## config.mk

```make
export PLATFORM = sky130hd
export DESIGN_NAME = breathing_pwm_led_with_digit_scan_core
export DESIGN_NICKNAME = d
export VERILOG_FILES = /design/src/hdl/bpwm_pkg.sv /design/src/hdl/bpwm_cfg.sv /design/src/hdl/bpwm_tick.sv /design/src/hdl/breathing_pwm_led_with_digit_scan_core.sv
export SDC_FILE = /design/constraint.sdc
export NUM_CORES = 1
export LEC_CHECK = 0
export BUFFER_PORTS_ARGS = -buffer_cell sky130_fd_sc_hd__buf_4
export CAP_MARGIN = 20
export CORE_MARGIN = 1
export CORE_UTILIZATION = 28
export CTS_BUF_LIST = sky130_fd_sc_hd__clkbuf_8
export CTS_CLUSTER_SIZE = 20
export DETAILED_ROUTE_END_ITERATION = 10
export SLEW_MARGIN = 30
export SYNTH_ARGS = -nofsm -noshare
export SYNTH_HDL_FRONTEND = slang
export SYNTH_SLANG_ARGS = --single-unit
```

## constraint.sdc

```tcl
create_clock -name clk -period 8.5 [get_ports clk]
set_input_delay 1.7 -clock clk [delete_from_list [all_inputs] [get_ports clk]]
set_output_delay 1.7 -clock clk [all_outputs]
set_load 0.02 [all_outputs]
```

## src/hdl/bpwm_pkg.sv

```systemverilog
// shared types, constants and digit helpers for the breathing pwm led block
`default_nettype none
package bpwm_pkg;

	localparam int unsigned DIGIT_COUNT_DEF = 8;
	localparam int unsigned SCAN_W = 3;
	localparam int unsigned CFG_IDX_W = 2;
	localparam int unsigned CFG_DATA_W = 10;

	localparam logic [7:0] PWM_PERIOD_RST = 8'd100;
	localparam logic [6:0] DUTY_LIMIT_RST = 7'd100;
	localparam logic [9:0] RAMP_PERIOD_RST = 10'd100;
	localparam logic [7:0] BUZZER_DIV_RST = 8'd2;
	localparam logic [6:0] DUTY_RST = 7'd5;

	typedef enum logic [CFG_IDX_W-1:0] {
		REG_PWM_PERIOD  = 2'd0,
		REG_DUTY_LIMIT  = 2'd1,
		REG_RAMP_PERIOD = 2'd2,
		REG_BUZZER_DIV  = 2'd3
	} cfg_reg_t;

	typedef struct packed {
		logic [7:0] pwm_period;
		logic [6:0] duty_limit;
		logic [9:0] ramp_period_ms;
		logic [7:0] buzzer_divider;
	} cfg_t;

	typedef struct packed {
		logic             led_level;
		logic             buzzer_level;
		logic [SCAN_W-1:0] digit_select;
		logic [7:0]       segments;
	} result_t;

	// seven-segment font, blank for codes of ten and above
	function automatic logic [7:0] digit_pattern(input logic [3:0] v);
		logic [7:0] p;
		case (v)
			4'd0: p = 8'h3F;
			4'd1: p = 8'h06;
			4'd2: p = 8'h5B;
			4'd3: p = 8'h4F;
			4'd4: p = 8'h66;
			4'd5: p = 8'h6D;
			4'd6: p = 8'h7D;
			4'd7: p = 8'h07;
			4'd8: p = 8'h7F;
			4'd9: p = 8'h6F;
			default: p = 8'h00;
		endcase
		return p;
	endfunction

	// tens digit by reciprocal multiply, exact for 7-bit values
	function automatic logic [3:0] tens_of(input logic [6:0] d);
		logic [14:0] prod;
		prod = 15'(d) * 15'd205;
		return prod[14:11];
	endfunction

	function automatic logic [3:0] units_of(input logic [6:0] d);
		logic [3:0] t;
		logic [6:0] r;
		t = tens_of(d);
		r = d - 7'(t) * 7'd10;
		return r[3:0];
	endfunction

endpackage
`default_nettype wire

```

## src/hdl/bpwm_cfg.sv

```systemverilog
// configuration register file
`default_nettype none
module bpwm_cfg
	import bpwm_pkg::*;
(
	input  wire logic                  clk,
	input  wire logic                  arst_n,
	input  wire logic                  wr_en,
	input  wire logic [CFG_IDX_W-1:0]  wr_index,
	input  wire logic [CFG_DATA_W-1:0] wr_data,
	output cfg_t                       cfg
);

	cfg_t cfg_q;

	always_ff @(posedge clk or negedge arst_n) begin
		if (!arst_n) begin
			cfg_q.pwm_period     <= PWM_PERIOD_RST;
			cfg_q.duty_limit     <= DUTY_LIMIT_RST;
			cfg_q.ramp_period_ms <= RAMP_PERIOD_RST;
			cfg_q.buzzer_divider <= BUZZER_DIV_RST;
		end else if (wr_en) begin
			case (cfg_reg_t'(wr_index))
				REG_PWM_PERIOD:  cfg_q.pwm_period     <= wr_data[7:0];
				REG_DUTY_LIMIT:  cfg_q.duty_limit     <= wr_data[6:0];
				REG_RAMP_PERIOD: cfg_q.ramp_period_ms <= wr_data[9:0];
				REG_BUZZER_DIV:  cfg_q.buzzer_divider <= wr_data[7:0];
				default: ;
			endcase
		end
	end

	assign cfg = cfg_q;

endmodule
`default_nettype wire

```

## src/hdl/bpwm_tick.sv

```systemverilog
// per-tick state update: ramp, key, buzzer, pwm and digit scan
`default_nettype none
module bpwm_tick
	import bpwm_pkg::*;
#(
	parameter int unsigned DIGIT_COUNT = DIGIT_COUNT_DEF
) (
	input  wire logic clk,
	input  wire logic arst_n,
	input  wire cfg_t cfg,
	input  wire logic step,
	input  wire logic key,
	output result_t   res
);

	localparam logic [SCAN_W:0] LAST_POS = (SCAN_W+1)'(DIGIT_COUNT);

	logic [6:0]        duty_q, duty_n;
	logic              up_q, up_n;
	logic              em_q, em_n;
	logic              last_key_q, last_key_n;
	logic [7:0]        pwm_q, pwm_n;
	logic [7:0]        bz_cnt_q, bz_cnt_n;
	logic              bz_q, bz_n;
	logic [SCAN_W-1:0] scan_q, scan_n;
	logic [9:0]        ramp_q, ramp_n;

	logic [10:0]       ramp_inc;
	logic              ramp_tick;
	logic [8:0]        bz_inc;
	logic [8:0]        pwm_inc;
	logic [SCAN_W:0]   pos;
	logic [7:0]        seg;

	always_comb begin
		ramp_inc   = {1'b0, ramp_q} + 11'd1;
		ramp_tick  = ramp_inc >= {1'b0, cfg.ramp_period_ms};
		ramp_n     = ramp_tick ? 10'd0 : ramp_inc[9:0];
		duty_n     = duty_q;
		up_n       = up_q;
		em_n       = em_q;
		last_key_n = last_key_q;
		if (ramp_tick) begin
			if (!em_q) begin
				if (up_q) begin
					if (duty_q < cfg.duty_limit)
						duty_n = duty_q + 7'd1;
					if (duty_n >= cfg.duty_limit)
						up_n = 1'b0;
				end else begin
					if (duty_q != 7'd0)
						duty_n = duty_q - 7'd1;
					if (duty_n == 7'd0)
						up_n = 1'b1;
				end
			end
			if (!key && last_key_q)
				em_n = !em_q;
			last_key_n = key;
		end

		// buzzer count holds while in emergency mode
		bz_inc   = {1'b0, bz_cnt_q} + 9'd1;
		bz_cnt_n = bz_cnt_q;
		bz_n     = bz_q;
		if (!em_n) begin
			if (bz_inc >= {1'b0, cfg.buzzer_divider}) begin
				bz_n     = !bz_q;
				bz_cnt_n = 8'd0;
			end else begin
				bz_cnt_n = bz_inc[7:0];
			end
		end else begin
			bz_n = 1'b0;
		end

		pwm_inc = {1'b0, pwm_q} + 9'd1;
		pwm_n   = (pwm_inc >= {1'b0, cfg.pwm_period}) ? 8'd0 : pwm_inc[7:0];

		pos = {1'b0, scan_q} + (SCAN_W+1)'(1);
		if (pos == (SCAN_W+1)'(1))
			seg = digit_pattern(tens_of(duty_n));
		else if (pos == (SCAN_W+1)'(2))
			seg = digit_pattern(units_of(duty_n));
		else if (pos == LAST_POS)
			seg = digit_pattern({3'd0, em_n});
		else
			seg = 8'h00;
		scan_n = (pos >= LAST_POS) ? '0 : pos[SCAN_W-1:0];

		res.led_level    = em_n ? 1'b0 : ((pwm_n < {1'b0, duty_n}) ? 1'b0 : 1'b1);
		res.buzzer_level = bz_n;
		res.digit_select = scan_q;
		res.segments     = seg;
	end

	always_ff @(posedge clk or negedge arst_n) begin
		if (!arst_n) begin
			duty_q     <= DUTY_RST;
			up_q       <= 1'b1;
			em_q       <= 1'b0;
			last_key_q <= 1'b1;
			pwm_q      <= 8'd0;
			bz_cnt_q   <= 8'd0;
			bz_q       <= 1'b1;
			scan_q     <= '0;
			ramp_q     <= 10'd0;
		end else if (step) begin
			duty_q     <= duty_n;
			up_q       <= up_n;
			em_q       <= em_n;
			last_key_q <= last_key_n;
			pwm_q      <= pwm_n;
			bz_cnt_q   <= bz_cnt_n;
			bz_q       <= bz_n;
			scan_q     <= scan_n;
			ramp_q     <= ramp_n;
		end
	end

endmodule
`default_nettype wire

```

## src/hdl/breathing_pwm_led_with_digit_scan_core.sv

```systemverilog
// top level of the breathing pwm led with buzzer and digit scan
// a word accepted into the input register is presented once it moves into the output register
// throughput: one word per cycle while the output is not stalled
// the input register lets a new word in while a finished word waits on the output
// reset (arst_n low, asynchronous): registers to defaults, duty 5, ramping up, normal mode
`default_nettype none
module breathing_pwm_led_with_digit_scan_core
	import bpwm_pkg::*;
#(
	parameter int unsigned DIGIT_COUNT = DIGIT_COUNT_DEF
) (
	input  wire logic                  clk,
	input  wire logic                  arst_n,
	// tick input channel
	input  wire logic                  in_valid,
	output logic                       in_ready,
	input  wire logic                  key_level,
	// result channel
	output logic                       out_valid,
	input  wire logic                  out_ready,
	output logic                       led_level,
	output logic                       buzzer_level,
	output logic [SCAN_W-1:0]          digit_select,
	output logic [7:0]                 segments,
	// configuration write channel
	input  wire logic                  cfg_valid,
	output logic                       cfg_ready,
	input  wire logic [CFG_IDX_W-1:0]  cfg_index,
	input  wire logic [CFG_DATA_W-1:0] cfg_data
);

	cfg_t    cfg;
	result_t res;
	result_t res_q;

	logic    valid_s1;
	logic    key_s1;
	logic    out_valid_q;
	logic    advance;

	// registers are always writable
	assign cfg_ready = 1'b1;

	bpwm_cfg u_cfg (
		.clk      (clk),
		.arst_n   (arst_n),
		.wr_en    (cfg_valid),
		.wr_index (cfg_index),
		.wr_data  (cfg_data),
		.cfg      (cfg)
	);

	// a held word moves into the output register when that register is free or draining
	assign advance  = valid_s1 && (!out_valid_q || out_ready);
	assign in_ready = !valid_s1 || advance;

	// input register
	always_ff @(posedge clk or negedge arst_n) begin
		if (!arst_n) begin
			valid_s1 <= 1'b0;
		end else if (in_valid && in_ready) begin
			valid_s1 <= 1'b1;
		end else if (advance) begin
			valid_s1 <= 1'b0;
		end
	end

	always_ff @(posedge clk) begin
		if (in_valid && in_ready)
			key_s1 <= key_level;
	end

	// state is committed in the same cycle the word lands in the output register
	bpwm_tick #(
		.DIGIT_COUNT (DIGIT_COUNT)
	) u_tick (
		.clk    (clk),
		.arst_n (arst_n),
		.cfg    (cfg),
		.step   (advance),
		.key    (key_s1),
		.res    (res)
	);

	// output register
	always_ff @(posedge clk or negedge arst_n) begin
		if (!arst_n) begin
			out_valid_q <= 1'b0;
		end else if (advance) begin
			out_valid_q <= 1'b1;
		end else if (out_ready) begin
			out_valid_q <= 1'b0;
		end
	end

	always_ff @(posedge clk) begin
		if (advance)
			res_q <= res;
	end

	assign out_valid    = out_valid_q;
	assign led_level    = res_q.led_level;
	assign buzzer_level = res_q.buzzer_level;
	assign digit_select = res_q.digit_select;
	assign segments     = res_q.segments;

endmodule
`default_nettype wire

```

Yosys cells after proc, flatten, opt, wreduce, memory -nomap -nowiden. Memory sizes are Yosys's and may differ from the RTL's. Cells that the tools add are included.

Word-level logic and storage cells: 99. Bits in read-only memories: 224. Input bits: 18. Output and inout bits: 16. Memories: 2. Register bits after elaboration: 89.

Memory list: (name not given) (words 16, bits a word 7, rd ports 1, clocked after memory_dff 0, wr ports 0, RTL line bpwm_pkg.sv:40) `case (v)`; (name not given) (words 16, bits a word 7, rd ports 1, clocked after memory_dff 0, wr ports 0, RTL line bpwm_pkg.sv:40).

Add/sub/neg operators: 7. Magnitude comparators: 7. Eq/ne operators: 6. Multiply operators: 2. Bitwise operators: 2. Reduce and logical (&&, ||, !) cells: 22. Mux-type cells: 31.

Operator list (count): $mux 7 (11); $mux 8 (5); $add 8x1->9 const B (2); $ge 9x8->1 (2); $pmux 8 s2 (1); $mul 7x8->15 const B (1); $mux 1 (12); $reduce_and 2->1 (6); $add 10x1->11 const B (1); $ge 11x10->1 (1); $mux 10 (1); $lt 8x7->1 (1); $add 7x1->7 const B (1); $ge 7x7->1 (1); $logic_not 7->1 (1); $lt 7x7->1 (1); $reduce_bool 7->1 (1); $sub 7x1->7 const B (1); $logic_not 1->1 (5); $add 3x1->4 const B (1); $eq 2x2->1 const B (2); $eq 4x1->1 const B (1); $eq 4x2->1 const B (1); $eq 4x4->1 const B (1); 11 further kinds (16).

Depth between registers and ports, before layout. Gate-level depths: netlist of the first run. An unclocked memory read counts as a cell.

Depth after elaboration: 14. Depth in mapped cells: 38. Mapped depth without buffers: 35.

By module. From an unflattened synthesis of the first run, not the netlist that was laid out.

Cell total of the unflattened synthesis: 700. Area total of the unflattened synthesis: 6972.9 um2.

By module, submodules not included: bpwm_tick (area an instance 5178.7 um2, seq. area each 1007.2 um2, instances 1, cells each 605); bpwm_cfg (area an instance 1258.7 um2, seq. area each 838.3 um2, instances 1, cells each 71); breathing_pwm_led_with_digit_scan_core (area an instance 535.5 um2, seq. area each 470.5 um2, instances 1, cells each 24).

Least setup slack after synthesis of the first run. No wires, ideal clock.

Path kind: flip-flop to flip-flop. From: register u_tick.ramp_q[2]. To: register res_q (netlist bit segments[4]), data pin. Path buffers: 4. Cell stages (with the launch flop): 37. Data required time: 8.241 ns. Clock period less this slack: 8.061 ns. Library setup time: 0.259 ns. Data arrival time: 7.802 ns. Path slack: 0.439 ns. Cells stage by stage: dfrtp_1 > and3_1 > nand3_1 > nor2_1 > xor2_1 > ha_1 > a211oi_1 > nand2_1 > a211oi_1 > o31a_1 > clkbuf_1 > clkbuf_1 > a21oi_1 > o21ai_1 > inv_1 > xnor2_1 > inv_1 > fa_1 > inv_1 > ha_1 > fa_1 > ha_1 > a21o_1 > a21o_1 > a21o_1 > a211o_1 > or2_2 > o211ai_1 > buf_2 > xnor2_1 > ha_1 > clkbuf_1 > nand2b_1 > nor4_1 > o41ai_1 > nand2_1 > o31a_1.

RTL lines: from (decl) (RTL line bpwm_tick.sv:26) `logic [9:0] ramp_q, ramp_n;`; from (signal assigned) (RTL line bpwm_tick.sv:117) `ramp_q <= ramp_n;`; to (signal assigned) (RTL line breathing_pwm_led_with_digit_scan_core.sv:98) `res_q <= res;`; to (decl) (RTL line breathing_pwm_led_with_digit_scan_core.sv:34) `result_t res_q;`.

==> results of run 1 <==
-- state kept, by name, summed over array words and instances (netlist names) --
| register | flops |
|---|---|
| buzzer_level | 1 |
| valid_s1 | 1 |
| u_tick.last_key_q | 1 |
| u_tick.bz_q | 1 |
| led_level | 1 |
| segments | 7 |
| u_tick.ramp_q | 10 |
| u_cfg.cfg | 33 |
| out_valid | 1 |
| u_tick.scan_q | 3 |
| digit_select | 3 |
| key_s1 | 1 |
| u_tick.bz_cnt_q | 8 |
| u_tick.em_q | 1 |
| u_tick.pwm_q | 8 |
| u_tick.duty_q | 7 |
| u_tick.up_q | 1 |
-- stage by stage --
stage | cells | total power, mW | utilization [%] | area, um^2 | hold slack (ps)
2_1_floorplan | 770 | 1.32 | - | 7130 | 457
3_3_place_gp | 1115 | 1.55 | 30.8 | 7720 | 475
3_5_place_dp | 1115 | 1.56 | 30.8 | 7730 | 493
4_1_cts | 1131 | 1.88 | 31.6 | 7930 | 503
5_1_grt | 1135 | 2.05 | 31.9 | 8000 | 529
6_report | 1135 | 1.88 | 31.9 | 8000 | 502
-- layer usage --
metal  vias to the layer above  routed length, um
met5                         -                  0
met1                      2613               7920
met3                        16                504
li1                       2806                  -
met4                         0                206
met2                        82               7380
-- logic make-up (layout without fill, tap and decap cells) --
| logic type | after synthesis | after routing | synth area share [%] |
|---|---|---|---|
| multiplexers | 34 | 34 | 5.33 |
| AND/OR/NAND/NOR | 222 | 222 | 15.5 |
| flip-flops | 88 | 88 | 32.0 |
| AO/OA/AOI/OAI | 180 | 181 | 16.9 |
| other | 2 | 2 | 0.105 |
| adder cells (fa/ha/maj) | 101 | 101 | 18.6 |
| buffers and inverters | 99 | 133 | 5.73 |
| XOR/XNOR | 44 | 44 | 5.93 |
-- cell usage after synthesis (18+ instances only) --
cell type	count
ha_1	93
inv_1	71
nand2_1	70
o21ai_0	63
dfrtp_1	60
nor2_1	39
mux2_2	31
a21oi_1	27
xnor2_1	27
nand3_1	26
a21o_1	19
clkbuf_1	18
nand2b_1	18
-- what timing repair did --
| action | 4_1_cts | 5_1_grt |
|---|---|---|
| gates resized for setup | 0 | 9 |
| setup buffers | 0 | 3 |
| hold endpoints to repair | 0 | 0 |
| endpoints found under the setup margin | 0 | 7 |
-- final cells by class --
| class | count | area (um^2) |
|---|---|---|
| fill | 2634 | 17100 |
| multi-input combinational | 584 | 4480 |
| sequential | 88 | 2290 |
| tap | 330 | 413 |
| timing repair buffer | 44 | 334 |
| inverter | 73 | 279 |
| clock buffer | 10 | 138 |
| clock inverter | 6 | 67.6 |
-- how the worst min path moves through the flow --
stage / startpoint / endpoint / slack [ps]
final: u_tick.bz_q / u_tick.bz_q / 500
after global routing: u_cfg.cfg[4] / u_cfg.cfg[4] / 530
after CTS: u_tick.bz_q / u_tick.bz_q / 500
after detailed placement: valid_s1 / out_valid / 490
after global placement: u_tick.bz_q / u_tick.bz_q / 470
after floorplan: valid_s1 / out_valid / 460
-- critical path, delay by kind of cell (launching register included) --
family	cells	cell delay, ps
compound gates	13	3210
fa+ha+maj	8	2490
simple gates	7	1100
flops	1	450
xor+xnor	2	260
buf+inv	1	160
-- power groups by stage --
stage | Combinational [mW] | Sequential, mW | Clock, mW
after CTS | 0.920 | 0.640 | 0.323
final | 0.925 | 0.642 | 0.310
after floorplan | 0.684 | 0.635 | 0
after global routing | 1.06 | 0.660 | 0.335
after detailed placement | 0.910 | 0.648 | 0
after global placement | 0.901 | 0.645 | 0
-- layout by cell type (no fill, tap or decap), drive strengths merged, types with 10 or more instances in the layout --
master | Yosys | final
inv | 72 | 75
clkbuf | 18 | 10
nor2 | 39 | 39
mux2 | 32 | 32
nand4 | 12 | 12
o21ai | 64 | 64
a21oi | 27 | 27
edfxtp | 13 | 13
nand2b | 18 | 18
dfstp | 15 | 15
a21o | 19 | 19
o31ai | 10 | 10
dfrtp | 60 | 60
xnor2 | 30 | 30
buf | 8 | 44
nand3 | 26 | 26
xor2 | 13 | 13
nor3 | 10 | 10
ha | 93 | 93
nand2 | 70 | 70
==> results.toml, run 1 <==
[status]
status = "completed"

[power]
power_frac_comb_pct = 49.3
power.density_nw_per_um2 = 235
cell_internal_pwr_mw = 1.10
pwr-share-clk_pct = 16.5
power.net_switching_uw = 779
p_sw_share_pct = 41.5
irDropWorstVdd_mv = 0.0772
p_leak_nw = 3.77
seqPwrFrac_pct = 34.2

[logic_synthesis]
ys_warn_count = 0
yosys-top-cells-area = "dfrtp_1 21%, ha_1 16%, dfstp_2 5.5%, edfxtp_1 5.5%, mux2_2 4.9%"
synthesis.nets = 889
async_flop_share_pct = 85.2
synth_edf_count = 13
ys.flop_type = "dfrtp_1"
netlist_instances = 770
synth_top_area_share_pct = 21.0
ys_seq_elements = 88
syn_area_per_cell_um2 = 9.27
syn_area_um2 = 7130
ys_types = 74
yosysSeqAreaShare_pct = 32.0
yosysTopAreaCell = "dfrtp_1"

[sta]
finalSetupViolCount = 0
post-route-period-util_pct = 93.3
hold_viol_final = 0
rsz0062_at_grt = "no"
period_needed_ps = 7930
setup_ws_ps = 570
drv_slew = 0
finalSetupTns_ps = 0
skew_ps = 14.3
max_freq_mhz = 126
worst_slew_pin_slew_ps = 714
relSlewSlack_pct = 52.4

[clocking]
ctsLongestPathBuffers = 2
hold_buffers = 0
cts_buffers = 9
cts_sinks = 88
clk_pin_slew_ps = 100
clock_latency_ps = 380
htree_levels = 3
cts_tree = "done"
ctsRootBufferMaster = "clkbuf_8"

[detailed_routing]
vias_per_cell = 4.86
wl_per_cell_um = 14.1
routed_wl_um = 16000
drtPass1Iterations = 6
drt_iter0_drc = 277
routed-via-count = 5517
final_antenna_net_count = 0
drc = 0

[setup_path]
crit_path_frequent_cell = "ha_1"
cp-endpoint = "segments[4]"
r2r_start = "u_tick.ramp_q[0]"
critPathLaunchType = "flip-flop"
critPathArrivalTime_ps = 8060
critPathLaunch = "u_tick.ramp_q[0]"
ff2ff_setup_slack_ps = 570
critPathCaptureType = "flip-flop"
reg2reg_to = "segments[4]"
reg2reg_depth = 31
crit_path_top_delay_cell = "dfrtp_1"
critPathRequiredTime_ps = 8630
path_class = "reg -> reg"
crit_fanout = 10
slowest_delay_ps = 450

[global_routing]
grtUsageMet3_pct = 1.95
grt_max_degree = 76
grt_pass1_wl_um = 27300
antenna_found_initial = 0
grt_pass1_vias = 5426
grt_usage_pct = 13.0
grt_util_met1_pct = 17.4
use_met2_pct = 21.4
gr-max-usage-layer = "met2"
overflow = 0

[placement]
io_buffers = 31
dpl.hpwl_um = 11900
globalplace.congestion = 0.860
dpl_worst_slack_ps = 205

[layout]
nNetsFinal = 919
syn2layout_area_growth_pct = 12.1
diodes = 0
drive_above_1_share_pct = 15.7

[floorplan]
fp.dieW_um = 162
io_pins = 34
core_area_um2 = 25100
die_h_um = 162
rows = 58
dieArea_um2 = 26100
start_util_pct = 28.4

[run]
maxCapViolCount = 0

[worst_hold_path]
hold_path_depth = 2
hp-class = "reg -> reg"
Power figures use the tool's default switching activity.
==> run 2: changes to the inputs <==
- MAX_ROUTING_LAYER: unset -> met4
- SYNTH_HIERARCHICAL: unset -> 1
==> run 2 against run 1 <==
  * Sequential power is 4.8% lower
  * Largest power group unchanged
  * Total power down 13%
  * Final cell count shrank 6.0%
  * Clock power up 21%
  * Maximum frequency shrank 0.75%
  * Combinational power shrank 30%
  * Global-route usage fell by 0.69 points
  * Sequential cell count increased by 1
  * First-iteration DRC count down 8.7%
==> results.toml, run 2 <==
[logic_synthesis]
ys_types = 77
async_flop_share_pct = 84.3
ys_seq_elements = 89
yosys-top-cells-area = "dfrtp_1 22%, ha_1 18%, mux2_2 6.6%, edfxtp_1 6.0%, dfstp_2 5.7%"
syn_area_um2 = 6970
yosys-top-cells-count = "99 x ha_1, 66 x nand2_1, 60 x dfrtp_1"
netlist_instances = 700
yosysTopAreaCell = "dfrtp_1"
ys_warn_count = 6
synthesis.nets = 825
synth_edf_count = 14
yosysSeqAreaShare_pct = 33.2
ys.flop_type = "dfrtp_1"
yosysMostFrequentCell = "ha_1"
synth_top_area_share_pct = 21.5
syn_area_per_cell_um2 = 9.96

[floorplan]
rows = 57
io_pins = 34
fp.dieW_um = 160
die_h_um = 160
core_area_um2 = 24400
dieArea_um2 = 25500
start_util_pct = 28.6

[placement]
dpl.hpwl_um = 11000
io_buffers = 32
dpl_cell_area_um2 = 7570
dpl_worst_slack_ps = 283
globalplace.congestion = 0.831

[clocking]
cts_sinks = 89
clock_latency_ps = 380
ctsRootBufferMaster = "clkbuf_8"
ctsLongestPathBuffers = 2
cts_buffers = 9
htree_levels = 3
cts_tree = "done"
clk_pin_slew_ps = 90

[run]
maxCapViolCount = 0

[layout]
layout_common_cells = "99 x ha_1, 66 x nand2_1, 60 x dfrtp_1"
diodes = 0
design_area_um2 = 7880
fillCellCount = 2522
syn2layout_area_growth_pct = 13.0
largest_register_ffs = 33
nNetsFinal = 863
finalCoreUtilization_pct = 32.3
drive_above_1_share_pct = 19.2
final_common_cell = "ha_1"

[setup_path]
path_buf_inv = 1
critPathArrivalTime_ps = 8130
crit_fanout = 10
crit_path_top_delay_cell = "fa_1"
path_class = "reg -> reg"
slowest_delay_ps = 490
crit_family = "adder cells"
critPathRequiredTime_ps = 8640
crit_path_frequent_cell = "ha_1"
critPathLaunchType = "flip-flop"
critPathCaptureType = "flip-flop"

[status]
status = "completed"

[sta]
setup_ws_ps = 510
skew_ps = 13.4
hold_viol_final = 0
finalSetupTns_ps = 0
finalSetupViolCount = 0
relSlewSlack_pct = 41.9
max_freq_mhz = 125
worst_slew_pin_slew_ps = 865
drv_slew = 0
period_needed_ps = 7990
post-route-period-util_pct = 94.0

[detailed_routing]
drt_iter0_drc = 253
vias_per_cell = 4.74
drtPass1Iterations = 5
drc = 0
routed-via-count = 5062
routed_wl_um = 14800
wl_per_cell_um = 13.9
final_antenna_net_count = 0

[global_routing]
grt_max_degree = 76
overflow = 0
grt_pass1_vias = 4889
grt_pass1_wl_um = 24600
grt_usage_pct = 12.3
antenna_found_initial = 0

[power]
p_leak_nw = 3.74
irDropWorstVdd_mv = 0.0979
power.density_nw_per_um2 = 207

[worst_hold_path]
hp-class = "reg -> reg"
run 2: changes by cell type after synthesis, moves of 5 or more:
cell / change
clkbuf_1: -10
o2bb2ai_1: +6
nand2b_1: -5
mux2_2: +10
o21ai_0: -28
inv_1: -14
nand3_1: +5
nor2_1: -5
a21o_1: -5
a21oi_1: -5
ha_1: +6
and3_1: +7
run 2: what timing repair did:
action	in CTS	in global routing
buffers inserted	0	6
gates resized for setup	0	2
hold buffers	0	0
endpoints found under the setup margin	0	7
run 2: report_power, final:
part	leakage [nW]	internal (mW)	switching [mW]
Sequential	1.04	0.536	0.0749
Combinational	2.57	0.308	0.335
Clock	0.129	0.208	0.168
Total	3.74	1.05	0.577
run 2: path summary, 6_finish.rpt:
| kind | from | to | slack, ps | cells past startpoint |
|---|---|---|---|---|
| max | u_tick/ramp_q[2] | segments[4] | 510 | 32 |
| min reg2reg | u_cfg/cfg[21] | u_cfg/cfg[21] | 510 | 1 |
| min | u_cfg/cfg[21] | u_cfg/cfg[21] | 510 | 1 |
| max in group asynchronous | arst_n | u_tick/duty_q[4] | 6700 | 1 |
| min in group asynchronous | arst_n | u_tick/bz_cnt_q[0] | 1340 | 1 |
| max reg2reg | u_tick/ramp_q[2] | segments[4] | 510 | 32 |
run 2: metal layers:
layer	track usage, %	vias up	part of all wire, %
met2	19.3	95	47
met5	-	-	0
met1	16.3	2400	49
met4	2.03	0	0.39
li1	-	2561	-
met3	2.68	6	3.6
run 2: area by class of cell:
cell class | instances | area [um^2] | area share [%]
multi-input cells | 532 | 4330 | 54.9
well taps | 324 | 405 | 5.14
repair buffers | 46 | 349 | 4.43
clock inverters | 6 | 119 | 1.51
flip-flops and latches | 89 | 2320 | 29.4
clock buffers | 10 | 138 | 1.75
inverters | 60 | 225 | 2.86
run 2: cell families after synthesis:
family                   after synthesis  share of synthesized area, %
AO/OA/AOI/OAI                        127                          12.7
XOR/XNOR                              42                          6.23
adder cells (fa/ha/maj)              107                          20.1
buffers and inverters                 79                          4.83
flip-flops                            89                          33.2
multiplexers                          48                          7.70
other                                  2                         0.108
AND/OR/NAND/NOR                      206                          15.2
run 2: per-stage QoR:
step / total power [mW] / hold WS, ps / instances
after floorplan: 1.09 / 473 / 700
after global placement: 1.24 / 488 / 1045
after detailed placement: 1.25 / 493 / 1045
after CTS: 1.64 / 514 / 1061
after global routing: 1.76 / 534 / 1067
final: 1.63 / 510 / 1067
==> run 3: changes to the inputs <==
- clock period: 8.5 -> 8.55 ns (I/O delays scaled with it)
==> run 3 against run 2 <==
  * Sequential power is 0.8% lower
  * Register-to-register slack better by 70 ps
  * First-iteration DRC count is 15% lower
  * Utilization is 0.47 points lower
  * Critical path depth stayed put
  * Critical endpoint unchanged
  * Highest routed layer unchanged
==> results.toml, run 3 (same netlist as run 2, synthesis figures left out) <==
[clocking]
htree_levels = 3
cts_buffers = 9
clk_pin_slew_ps = 90
hold_buffers = 0
ctsRootBufferMaster = "clkbuf_8"
cts_sinks = 89
postCtsSetupBuffers = 0
ctsLongestPathBuffers = 2
clock_latency_ps = 370
cts_tree = "done"

[layout]
fin_cells = 1062
nNetsFinal = 858
fillCellCount = 2511
syn2layout_area_growth_pct = 11.4
multi_input_area_um2 = 4330
layout_common_cells = "99 x ha_1, 66 x nand2_1, 60 x dfrtp_1"
seqCellArea_um2 = 2320
drive_above_1_share_pct = 18.4
diodes = 0
final_common_cell = "ha_1"
largest_register_ffs = 33

[power]
irDropWorstVdd_mv = 0.0846
power.net_switching_uw = 561
cell_internal_pwr_uw = 937
power_frac_comb_pct = 42.2
power.density_nw_per_um2 = 193
p_sw_share_pct = 37.4
pwr-share-clk_pct = 17.4
seqPwrFrac_pct = 40.4
p_leak_nw = 3.69

[worst_hold_path]
hp-class = "reg -> reg"

[floorplan]
start_util_pct = 28.6
io_pins = 34
rows = 57
dieArea_um2 = 25500
die_h_um = 160
fp.dieW_um = 160
core_area_um2 = 24400

[setup_path]
critPathArrivalTime_ps = 8100
crit_fanout = 11
crit_path_frequent_cell = "ha_1"
path_class = "reg -> reg"
critPathRequiredTime_ps = 8680
crit_path_top_delay_cell = "fa_1"
critPathCaptureType = "flip-flop"
critPathLaunchType = "flip-flop"
slowest_delay_ps = 500

[sta]
hold_ws_ps = 512
max_freq_mhz = 126
hold_viol_final = 0
worst_slew_pin_slew_ps = 790
post-route-period-util_pct = 93.2
rsz0062_at_grt = "no"
finalSetupTns_ps = 0
relSlewSlack_pct = 47.0
skew_ps = 11.7
finalSetupViolCount = 0
drv_slew = 0
period_needed_ps = 7970

[detailed_routing]
vias_per_cell = 4.75
final_antenna_net_count = 0
routed_wl_um = 14700
drt_iter0_drc = 216
drc = 0
routed-via-count = 5042
drtPass1Iterations = 4
wl_per_cell_um = 13.9

[global_routing]
grt_usage_pct = 12.3
overflow = 0
grt_pass1_vias = 4937
grt_max_degree = 50
grt_pass1_wl_um = 24800
antenna_found_initial = 0

[run]
maxCapViolCount = 0

[placement]
io_buffers = 32
dp_cells = 1046
globalplace.congestion = 0.815
dpl.hpwl_um = 11300

[status]
status = "completed"
[run 3: critical path: cells and delay by family (launching register included)]
kind            cells  cell delay (ps)
fa+ha+maj           8             2390
compound gates     10             2210
simple gates        8             1170
xor+xnor            4             1080
flops               1              450
buf+inv             2              380
[run 3: worst paths after layout]
path / from / to / slack (ps) / depth (start not counted)
worst max-delay path: u_tick/ramp_q[0] / segments[4] / 580 / 32
worst min-delay path: u_cfg/cfg[9] / u_cfg/cfg[9] / 510 / 1
worst max register to register: u_tick/ramp_q[0] / segments[4] / 580 / 32
worst min register to register: u_cfg/cfg[9] / u_cfg/cfg[9] / 510 / 1
max in group asynchronous: arst_n / u_tick/bz_q / 6640 / 2
min in group asynchronous: arst_n / u_tick/ramp_q[1] / 1270 / 1
[run 3: metal layers]
| layer | vias up | routed length [um] | track usage [%] | part of all wire (%) |
|---|---|---|---|---|
| met1 | 2395 | 7440 | 16.2 | 51 |
| met5 | - | 0 | - | 0 |
| li1 | 2549 | - | - | - |
| met4 | 0 | 94 | 1.95 | 0.64 |
| met2 | 87 | 6680 | 19.6 | 45 |
| met3 | 11 | 492 | 2.62 | 3.3 |
[run 3: final cells by class]
type | instances | area share [%]
sequential | 89 | 29.8
clock inverter | 7 | 0.499
multi-input combinational | 532 | 55.7
tap | 324 | 5.22
inverter | 60 | 2.90
timing repair buffer | 41 | 4.22
clock buffer | 9 | 1.59
[run 3: repair_timing]
action | in CTS | in global routing
hold endpoints to repair | 0 | 0
endpoints found under the setup margin | 0 | 6
resized for setup | 0 | 1
[run 3: power groups by stage]
stage	combinational, mW	clock (mW)	sequential, mW
after floorplan	0.465	0	0.616
after global placement	0.621	0	0.613
after detailed placement	0.632	0	0.614
after CTS	0.636	0.273	0.606
after global routing	0.718	0.289	0.621
final	0.632	0.261	0.606
[run 3: stage by stage]
step                instance area (um^2)  worst slack [ps]  utilization [%]  power, mW
floorplan                           6970              1190                -       1.08
global placement                    7570               568             31.0       1.23
CTS                                 7760               413             31.8       1.51
finish                              7770               584             31.8       1.50
detailed placement                  7600               474             31.1       1.25
global route                        7770              34.5             31.8       1.63
